--- src/rtl/core/rtt_pkg.sv ---
`timescale 1ns / 1ps

package rtt_pkg;

  // Input action codes
  localparam logic [1:0] ACT_ADD    = 2'd0;
  localparam logic [1:0] ACT_DEL    = 2'd1;
  localparam logic [1:0] ACT_TICK   = 2'd2;
  // Ignored: no result and no scan, but the inputs are captured and the fire count cleared
  localparam logic [1:0] ACT_UNUSED = 2'd3;

  // Result status codes
  localparam logic [1:0] ST_OK        = 2'd0;
  localparam logic [1:0] ST_NOT_FOUND = 2'd1;
  localparam logic [1:0] ST_FULL      = 2'd2;

  // A count of one means the slot fires a final time and is freed
  localparam logic [15:0] REPEAT_ONCE = 16'd1;

  // Saturation value of the per-tick fire count
  localparam logic [4:0] FIRE_CNT_MAX = 5'd31;

  typedef enum logic [1:0] {
    KIND_ADD   = 2'd0,
    KIND_DEL   = 2'd1,
    KIND_FIRED = 2'd2,
    KIND_SUM   = 2'd3
  } kind_t;

  // Controller to datapath commands
  typedef struct packed {
    logic       load_in;    // capture input transaction, clear fire count
    logic       wr_add;     // write new timer at addr, set valid, bump reference
    logic       wr_fire;    // fired slot: re-arm or free, bump fire count
    logic       clr_valid;  // delete slot at addr
    logic       emit;       // load output register
    kind_t      kind;
    logic [1:0] status;
  } cmd_t;

  // Datapath to controller status
  typedef struct packed {
    logic slot_free;  // slot at addr is free
    logic ref_hit;    // slot at addr valid and holds the requested reference
    logic due_hit;    // slot at addr valid and due
    logic out_free;   // output register can take a result this cycle
  } sts_t;

endpackage

--- src/rtl/core/rtt_ctrl.sv ---
`timescale 1ns / 1ps

module rtt_ctrl #(
  parameter int SLOTS = 16,
  localparam int IDX_W = (SLOTS > 1) ? $clog2(SLOTS) : 1
) (
  input  logic              clk,
  input  logic              rst,
  input  logic              in_valid,
  output logic              in_ready,
  input  logic [1:0]        action,
  input  rtt_pkg::sts_t     sts,
  output rtt_pkg::cmd_t     cmd,
  output logic [IDX_W-1:0]  addr
);

  typedef enum logic [2:0] {
    S_IDLE,
    S_ADD,
    S_RD,
    S_EVAL,
    S_DONE
  } state_t;

  state_t            state, state_next;
  logic [IDX_W-1:0]  idx, idx_next;
  logic [1:0]        op, op_next;
  logic              last_idx;

  assign last_idx = (idx == IDX_W'(SLOTS - 1));
  assign in_ready = (state == S_IDLE);
  assign addr     = idx;

  always_comb begin
    cmd        = '0;
    state_next = state;
    idx_next   = idx;
    op_next    = op;
    case (state)
      S_IDLE: begin
        if (in_valid) begin
          cmd.load_in = 1'b1;
          op_next     = action;
          idx_next    = '0;
          case (action)
            rtt_pkg::ACT_ADD:  state_next = S_ADD;
            rtt_pkg::ACT_DEL:  state_next = S_RD;
            rtt_pkg::ACT_TICK: state_next = S_RD;
            default:           state_next = S_IDLE;
          endcase
        end
      end
      S_ADD: begin
        if (sts.slot_free) begin
          if (sts.out_free) begin
            cmd.wr_add = 1'b1;
            cmd.emit   = 1'b1;
            cmd.kind   = rtt_pkg::KIND_ADD;
            cmd.status = rtt_pkg::ST_OK;
            state_next = S_IDLE;
          end
        end else if (last_idx) begin
          state_next = S_DONE;
        end else begin
          idx_next = idx + IDX_W'(1);
        end
      end
      S_RD: begin
        state_next = S_EVAL;
      end
      S_EVAL: begin
        if (op == rtt_pkg::ACT_DEL) begin
          if (sts.ref_hit) begin
            if (sts.out_free) begin
              cmd.clr_valid = 1'b1;
              cmd.emit      = 1'b1;
              cmd.kind      = rtt_pkg::KIND_DEL;
              cmd.status    = rtt_pkg::ST_OK;
              state_next    = S_IDLE;
            end
          end else if (last_idx) begin
            state_next = S_DONE;
          end else begin
            idx_next   = idx + IDX_W'(1);
            state_next = S_RD;
          end
        end else begin
          if (sts.due_hit && !sts.out_free) begin
            state_next = S_EVAL;
          end else begin
            if (sts.due_hit) begin
              cmd.wr_fire = 1'b1;
              cmd.emit    = 1'b1;
              cmd.kind    = rtt_pkg::KIND_FIRED;
              cmd.status  = rtt_pkg::ST_OK;
            end
            if (last_idx) begin
              state_next = S_DONE;
            end else begin
              idx_next   = idx + IDX_W'(1);
              state_next = S_RD;
            end
          end
        end
      end
      S_DONE: begin
        if (sts.out_free) begin
          cmd.emit   = 1'b1;
          state_next = S_IDLE;
          case (op)
            rtt_pkg::ACT_ADD: begin
              cmd.kind   = rtt_pkg::KIND_ADD;
              cmd.status = rtt_pkg::ST_FULL;
            end
            rtt_pkg::ACT_DEL: begin
              cmd.kind   = rtt_pkg::KIND_DEL;
              cmd.status = rtt_pkg::ST_NOT_FOUND;
            end
            default: begin
              cmd.kind   = rtt_pkg::KIND_SUM;
              cmd.status = rtt_pkg::ST_OK;
            end
          endcase
        end
      end
      default: begin
        state_next = S_IDLE;
      end
    endcase
  end

  always_ff @(posedge clk) begin
    if (rst) begin
      state <= S_IDLE;
      idx   <= '0;
      op    <= rtt_pkg::ACT_ADD;
    end else begin
      state <= state_next;
      idx   <= idx_next;
      op    <= op_next;
    end
  end

endmodule

--- src/rtl/core/rtt_datapath.sv ---
`timescale 1ns / 1ps

module rtt_datapath #(
  parameter int SLOTS = 16,
  localparam int IDX_W = (SLOTS > 1) ? $clog2(SLOTS) : 1
) (
  input  logic              clk,
  input  logic              rst,
  input  rtt_pkg::cmd_t     cmd,
  input  logic [IDX_W-1:0]  addr,
  output rtt_pkg::sts_t     sts,
  input  logic [31:0]       current_time,
  input  logic [31:0]       interval,
  input  logic [15:0]       repeat_count,
  input  logic [15:0]       ref_number,
  output logic              out_valid,
  input  logic              out_ready,
  output logic [1:0]        kind,
  output logic [15:0]       ref_number_out,
  output logic [1:0]        status,
  output logic [4:0]        fired_count,
  output logic              last
);

  // Slot storage, no reset; reads are registered at addr
  logic [31:0] mem_ivl [SLOTS];
  logic [31:0] mem_lf  [SLOTS];
  logic [15:0] mem_rem [SLOTS];
  logic [15:0] mem_ref [SLOTS];

  logic [31:0] rd_ivl, rd_lf;
  logic [15:0] rd_rem, rd_ref;

  logic [SLOTS-1:0] valid;
  logic [15:0]      next_ref;
  logic [4:0]       fire_cnt;

  // Captured input transaction
  logic [31:0] in_now, in_ivl;
  logic [15:0] in_cnt, in_ref;

  logic [31:0] due;
  logic [15:0] rem_dec;
  logic [15:0] ref_sel;

  assign due     = rd_lf + rd_ivl;
  assign rem_dec = (rd_rem > rtt_pkg::REPEAT_ONCE) ? (rd_rem - 16'd1) : rd_rem;

  assign sts.slot_free = !valid[addr];
  assign sts.ref_hit   = valid[addr] && (rd_ref == in_ref);
  assign sts.due_hit   = valid[addr] && (due <= in_now);
  assign sts.out_free  = !out_valid || out_ready;

  always_comb begin
    case (cmd.kind)
      rtt_pkg::KIND_ADD:   ref_sel = next_ref;
      rtt_pkg::KIND_FIRED: ref_sel = rd_ref;
      default:             ref_sel = 16'd0;
    endcase
    if (cmd.status != rtt_pkg::ST_OK) begin
      ref_sel = 16'd0;
    end
  end

  always_ff @(posedge clk) begin
    if (cmd.wr_add) begin
      mem_ivl[addr] <= in_ivl;
      mem_lf[addr]  <= in_now;
      mem_rem[addr] <= in_cnt;
      mem_ref[addr] <= next_ref;
    end else if (cmd.wr_fire) begin
      mem_lf[addr]  <= in_now;
      mem_rem[addr] <= rem_dec;
    end
    rd_ivl <= mem_ivl[addr];
    rd_lf  <= mem_lf[addr];
    rd_rem <= mem_rem[addr];
    rd_ref <= mem_ref[addr];
  end

  always_ff @(posedge clk) begin
    if (rst) begin
      valid     <= '0;
      next_ref  <= 16'd0;
      fire_cnt  <= 5'd0;
      out_valid <= 1'b0;
    end else begin
      if (cmd.wr_add) begin
        valid[addr] <= 1'b1;
        next_ref    <= next_ref + 16'd1;
      end
      if (cmd.clr_valid || (cmd.wr_fire && (rd_rem == rtt_pkg::REPEAT_ONCE))) begin
        valid[addr] <= 1'b0;
      end
      if (cmd.load_in) begin
        fire_cnt <= 5'd0;
      end else if (cmd.wr_fire && (fire_cnt != rtt_pkg::FIRE_CNT_MAX)) begin
        fire_cnt <= fire_cnt + 5'd1;
      end
      if (cmd.emit) begin
        out_valid <= 1'b1;
      end else if (out_ready) begin
        out_valid <= 1'b0;
      end
    end
  end

  always_ff @(posedge clk) begin
    if (cmd.load_in) begin
      in_now <= current_time;
      in_ivl <= interval;
      in_cnt <= repeat_count;
      in_ref <= ref_number;
    end
    if (cmd.emit) begin
      kind           <= cmd.kind;
      status         <= cmd.status;
      ref_number_out <= ref_sel;
      fired_count    <= (cmd.kind == rtt_pkg::KIND_SUM) ? fire_cnt : 5'd0;
      last           <= (cmd.kind != rtt_pkg::KIND_FIRED);
    end
  end

endmodule

--- src/rtl/core/repeating_timer_table_top.sv ---
`timescale 1ns / 1ps
// Throughput: one transaction in flight; the next is taken the cycle after the last result
// is queued. A tick visits each slot as a registered slot read, then compare and write
// back; output stalls hold the scan.
// Reset: synchronous, clears slot valid bits, reference counter, controller and output valid.

module repeating_timer_table_top #(
  parameter int SLOTS = 16
) (
  input  logic        clk,
  input  logic        rst,
  input  logic        in_valid,
  output logic        in_ready,
  input  logic [1:0]  action,
  input  logic [31:0] current_time,
  input  logic [31:0] interval,
  input  logic [15:0] repeat_count,
  input  logic [15:0] ref_number,
  output logic        out_valid,
  input  logic        out_ready,
  output logic [1:0]  kind,
  output logic [15:0] ref_number_out,
  output logic [1:0]  status,
  output logic [4:0]  fired_count,
  output logic        last
);

  localparam int IDX_W = (SLOTS > 1) ? $clog2(SLOTS) : 1;

  // Controller/datapath handshake
  rtt_pkg::cmd_t     cmd;
  rtt_pkg::sts_t     sts;
  logic [IDX_W-1:0]  addr;

  // Controller: walks the slot index, sequences add / delete / tick scans,
  // and decides when a result transaction is emitted.
  rtt_ctrl #(
    .SLOTS (SLOTS)
  ) u_ctrl (
    .clk      (clk),
    .rst      (rst),
    .in_valid (in_valid),
    .in_ready (in_ready),
    .action   (action),
    .sts      (sts),
    .cmd      (cmd),
    .addr     (addr)
  );

  // Datapath: slot memories, valid bits, reference counter, due compare,
  // fire counter and the output register that decouples the result side.
  rtt_datapath #(
    .SLOTS (SLOTS)
  ) u_dp (
    .clk            (clk),
    .rst            (rst),
    .cmd            (cmd),
    .addr           (addr),
    .sts            (sts),
    .current_time   (current_time),
    .interval       (interval),
    .repeat_count   (repeat_count),
    .ref_number     (ref_number),
    .out_valid      (out_valid),
    .out_ready      (out_ready),
    .kind           (kind),
    .ref_number_out (ref_number_out),
    .status         (status),
    .fired_count    (fired_count),
    .last           (last)
  );

  // Only fired results are non-final
  a_nonlast_is_fired: assert property (@(posedge clk) disable iff (rst)
    out_valid && !last |-> kind == rtt_pkg::KIND_FIRED)
    else $error("non-final result that is not a fired timer");

  // Fire count only appears on the tick summary
  a_count_on_summary: assert property (@(posedge clk) disable iff (rst)
    out_valid && kind != rtt_pkg::KIND_SUM |-> fired_count == 5'd0)
    else $error("fired_count set on a non-summary result");

  // An unused action leaves the block ready in the next cycle
  a_unused_action: assert property (@(posedge clk) disable iff (rst)
    in_valid && in_ready && action == rtt_pkg::ACT_UNUSED |=> in_ready)
    else $error("unused action left the block busy");

  // Summary always reports ok and closes the transaction
  a_summary_ok: assert property (@(posedge clk) disable iff (rst)
    out_valid && kind == rtt_pkg::KIND_SUM |-> last && status == rtt_pkg::ST_OK)
    else $error("malformed tick summary");

endmodule
--- config.mk ---
export PLATFORM = sky130hd
export DESIGN_NAME = repeating_timer_table_top
export DESIGN_NICKNAME = d
export VERILOG_FILES = /design/src/rtl/core/rtt_pkg.sv /design/src/rtl/core/rtt_ctrl.sv /design/src/rtl/core/rtt_datapath.sv /design/src/rtl/core/repeating_timer_table_top.sv
export SDC_FILE = /design/constraint.sdc
export NUM_CORES = 2
export LEC_CHECK = 0
export ABC_CLOCK_PERIOD_IN_PS = 15300
export CAP_MARGIN = 20
export CORE_ASPECT_RATIO = 0.7
export CORE_MARGIN = 8
export CORE_UTILIZATION = 55
export DETAILED_ROUTE_END_ITERATION = 6
export DONT_BUFFER_PORTS = 1
export PLACE_DENSITY = 0.8
export SYNTH_ARGS = -nofsm -noshare
export SYNTH_HDL_FRONTEND = slang
export SYNTH_SLANG_ARGS = --single-unit
--- constraint.sdc ---
create_clock -name clk -period 15.3 [get_ports clk]
set_input_delay 2.295 -clock clk [delete_from_list [all_inputs] [get_ports clk]]
set_output_delay 2.295 -clock clk [all_outputs]
set_load 0.02 [all_outputs]
==> metrics <==
endpoints failing setup 0; R2R cell count 23; layout cells sized above 1 24.5%; CTS Hold Bufs 0; Final Hold Vio Count 0; Syn Nets 3322; routed vias/inst 6.63; actual slew at the worst max-slew pin 1.16 ns; via count 33300; Post-synth EDFFs 1658; post-synth design cell area 0.0687 mm2; pre-CTS WS 7.79 ns; FP Rows 108; min-delay src u_dp.valid[1]; Post-Route WL 161000 um; initial core utilization 55.4%; Core Box Area 0.124 mm2; PnR worst setup slack 7.33 ns; synth warn 0; all-layer global routing usage 23.3%; Max-cap violations 0; # nets final 3408; drt pass-1 iters 6; Filler cells 7923; clock insertion delay at the later pin of the skew report 0.80 ns; Hold EP u_dp.valid[1]; peak supply drop 0.131 mV; outcome finished, final reports clean; clock buffer depth 3; ys async rst share 0%; crit share post-route 52.1%; vias in the first global route 33400; critical path type reg2reg; Routed WL per cell 32.0 um; Worst Path Max Fanout 47; Crit Reg-Reg Startpoint u_dp.rd_lf[0]; worst hold-check path type reg2reg; CTS clk-pin slew, worst paths 0.06 ns; startpoint types register; Design Area, Final 0.0762 mm2; die height 312 um; critical path arrival 8.38 ns; # DRC 0; Post-Syn Instances 3146; Slew Viols, Final 0; worst hold stages 2; min Tclk post-route 7.97 ns; #FFs+latches synth 1801; GPL Wtd Cong 0.873; post-CTS sizing 0; LEAKAGE 23.5 nW; PD cells 131 mW/mm2; DRT antenna net count 0; full die area 0.137 mm2; RSZ-0062 raised after global routing false; Placed Area 0.0710 mm2; # H-tree levels 4; drt first-iter violations 4520; first-pass GRT wire length 233000 um; Highest Clock Rate 126 MHz; critical path data required time 15.71 ns; worst rel slew slack 22.8%; placed cells 4711; Synth-to-Final Area Change 10.9%; DP HPWL 82600 um; initial antenna violation count 12; syn_area_per_cell 21.8 um2; FF-to-FF End u_dp.mem_lf[8][6]; Reg2Reg Setup Slack 7.33 ns; Synth cell types 58; TNS Setup 0 ns; total gr overflow 0; Synth Flop Type edfxtp_1; Port Buf Inserts 0; TritonCTS clock tree done; post-synthesis sequential area ratio 76.6%; post-CTS setup buffer count 0; clock sinks 1801; root cell of the clock tree clkbuf_16; CTS Buf Count 161; final non-filler cell total 5021; die width 438 um; pin count of the biggest net entering global routing 114; io pins 130; Final Skew 0.0361 ns; Critical Path End Type register
-- synthesized netlist by cell type, drive strengths merged, types with 2 or more instances --
library cell  instances  area share (%)
mux2i                 7            0.10
edfxtp             1658              72
a211oi                3           0.033
o21bai               18            0.20
or3                  10           0.098
clkbuf               94            0.51
o311ai                3           0.038
or4                   3           0.033
ha                   73             1.3
nor4                  5           0.046
a31oi                17            0.15
a21oi                67            0.49
nand3b                5           0.055
or2                   4           0.036
buf                  48            0.27
and2                  6           0.055
xor2                 23            0.29
inv                  55            0.30
a41oi                 4           0.051
mux4                485              16
nor4b                 3           0.038
nand2b                9           0.082
nor3b                 2           0.022
a21o                 18            0.20
a22o                 16            0.20
nand4                19            0.17
o32ai                 2           0.025
o211ai                3           0.033
nand2                64            0.35
dfxtp               143             4.2
o41ai                 2           0.025
o21a                  5           0.055
xnor2                44            0.56
nor2b                10           0.091
o21ai                33            0.24
nand3                21            0.15
nor2                114            0.63
o31ai                 2           0.022
nor3                 17            0.12
and3                 18            0.16
-- critical path: stages (launching register included) --
cell      delay (ns)
dfxtp_1         0.32
ha_1            0.18
inv_1           0.07
fa_1            0.42
nor2b_1         0.19
o31a_1          0.21
a21oi_1         0.13
a31oi_1         0.48
a31oi_1         0.22
o21ai_0         0.49
a31oi_1         0.21
o21bai_1        0.20
xor2_1          0.09
ha_1            0.28
nand4_1         0.13
nor4_1          0.50
nand3_1         0.21
o211ai_1        0.20
nand4_1         0.56
nor2_4          0.22
buf_4           0.53
nor2_4          0.35
nor2_4          0.62
buf_4           0.67
-- logic make-up (layout without fill, tap and decap cells) --
group,after synthesis,count (layout),share of synthesized area [%]
xor+xnor,67,67,0.854
flops,1801,1801,76.6
mux,493,493,16.0
compound gates,202,202,1.88
fa+ha+maj,74,74,1.36
other cells,0,5,0
simple gates,312,312,2.18
buf+inv,197,417,1.09
-- layout by cell type (no fill, tap or decap), types with 6 or more instances in the layout --
cell,netlist,layout
nand2b_1,9,9
nor2_4,1,35
inv_1,55,55
nor2b_1,10,10
or3_1,9,9
a31oi_1,17,17
xnor2_1,44,44
nand3_1,21,21
dfxtp_1,143,139
xor2_1,23,23
a21o_1,18,18
o21ai_0,32,32
clkinv_2,0,24
clkbuf_1,94,45
buf_4,0,61
and3_1,18,18
edfxtp_1,1658,1658
nor3_1,17,17
mux4_2,485,485
clkbuf_8,0,8
clkinvlp_4,0,6
bufinv_16,0,11
clkinv_1,0,24
a21oi_1,67,67
clkbuf_16,0,163
nand4_1,19,19
a22o_1,16,16
ha_1,73,73
o21bai_1,18,18
nand2_1,64,64
nor2_1,113,79
inv_6,0,9
mux2i_1,7,7
-- where the power goes --
part           leakage, nW  total, mW  internal, mW  switching, mW
logic                 4.87      0.412         0.171          0.242
clock network         2.50       4.00          2.20           1.79
registers             16.2       5.56          5.46         0.0980
total                 23.5       9.97          7.84           2.13
-- cell type report --
cell class | instances | area (um2) | share of cell area, %
Antenna cell | 5 | 12.5 | 0.0164
Tap cell | 1650 | 2060 | 2.71
Sequential cell | 1801 | 52700 | 69.1
Inverter | 55 | 206 | 0.271
Timing Repair Buffer | 65 | 553 | 0.726
Clock buffer | 216 | 4360 | 5.72
Clock inverter | 81 | 781 | 1.02
Multi-Input combinational cell | 1148 | 15600 | 20.4
-- layer usage --
layer | GRT usage [%] | wire length [um] | vias to the layer above
met5 | 0 | 41 | -
met3 | 4.96 | 16200 | 331
li1 | - | - | 13300
met4 | 8.01 | 5450 | 6
met2 | 36.9 | 77400 | 2183
met1 | 32.5 | 61400 | 17500
-- flip-flops by register name (all words and copies together), names as in the netlist, 32 cells and up, named ones only --
name,cells
u_dp.mem_ivl,512
u_dp.mem_lf,512
u_dp.mem_ref,256
u_dp.mem_rem,256
u_dp.in_ivl,32
u_dp.in_now,32
u_dp.rd_ivl,32
u_dp.rd_lf,32
-- per-stage QoR --
| step | total power, mW | util, % | hold slack [ns] |
|---|---|---|---|
| 2_1_floorplan | 5.91 | - | 0.475 |
| 3_3_place_gp | 6.04 | 57.3 | 0.489 |
| 3_5_place_dp | 6.05 | 57.3 | 0.504 |
| 4_1_cts | 10.0 | 61.4 | 0.521 |
| 5_1_grt | 10.2 | 61.5 | 0.546 |
| 6_report | 9.97 | 61.5 | 0.522 |
-- worst max path at each step --
stage | from | endpoint | slack [ns]
after CTS | u_dp.rd_ivl[0] | u_dp.mem_lf[8][11] | 7.59
final | u_dp.rd_lf[0] | u_dp.mem_lf[8][6] | 7.33
after global placement | u_dp.rd_lf[0] | u_dp.mem_lf[8][2] | 8.16
after floorplan | u_dp.rd_lf[0] | u_dp.mem_lf[15][0] | 8.64
after detailed placement | u_dp.rd_ivl[0] | u_dp.mem_lf[8][3] | 7.79
after global routing | u_dp.rd_ivl[0] | u_dp.mem_lf[8][9] | 7.06
(Power assumes the default switching activity.)
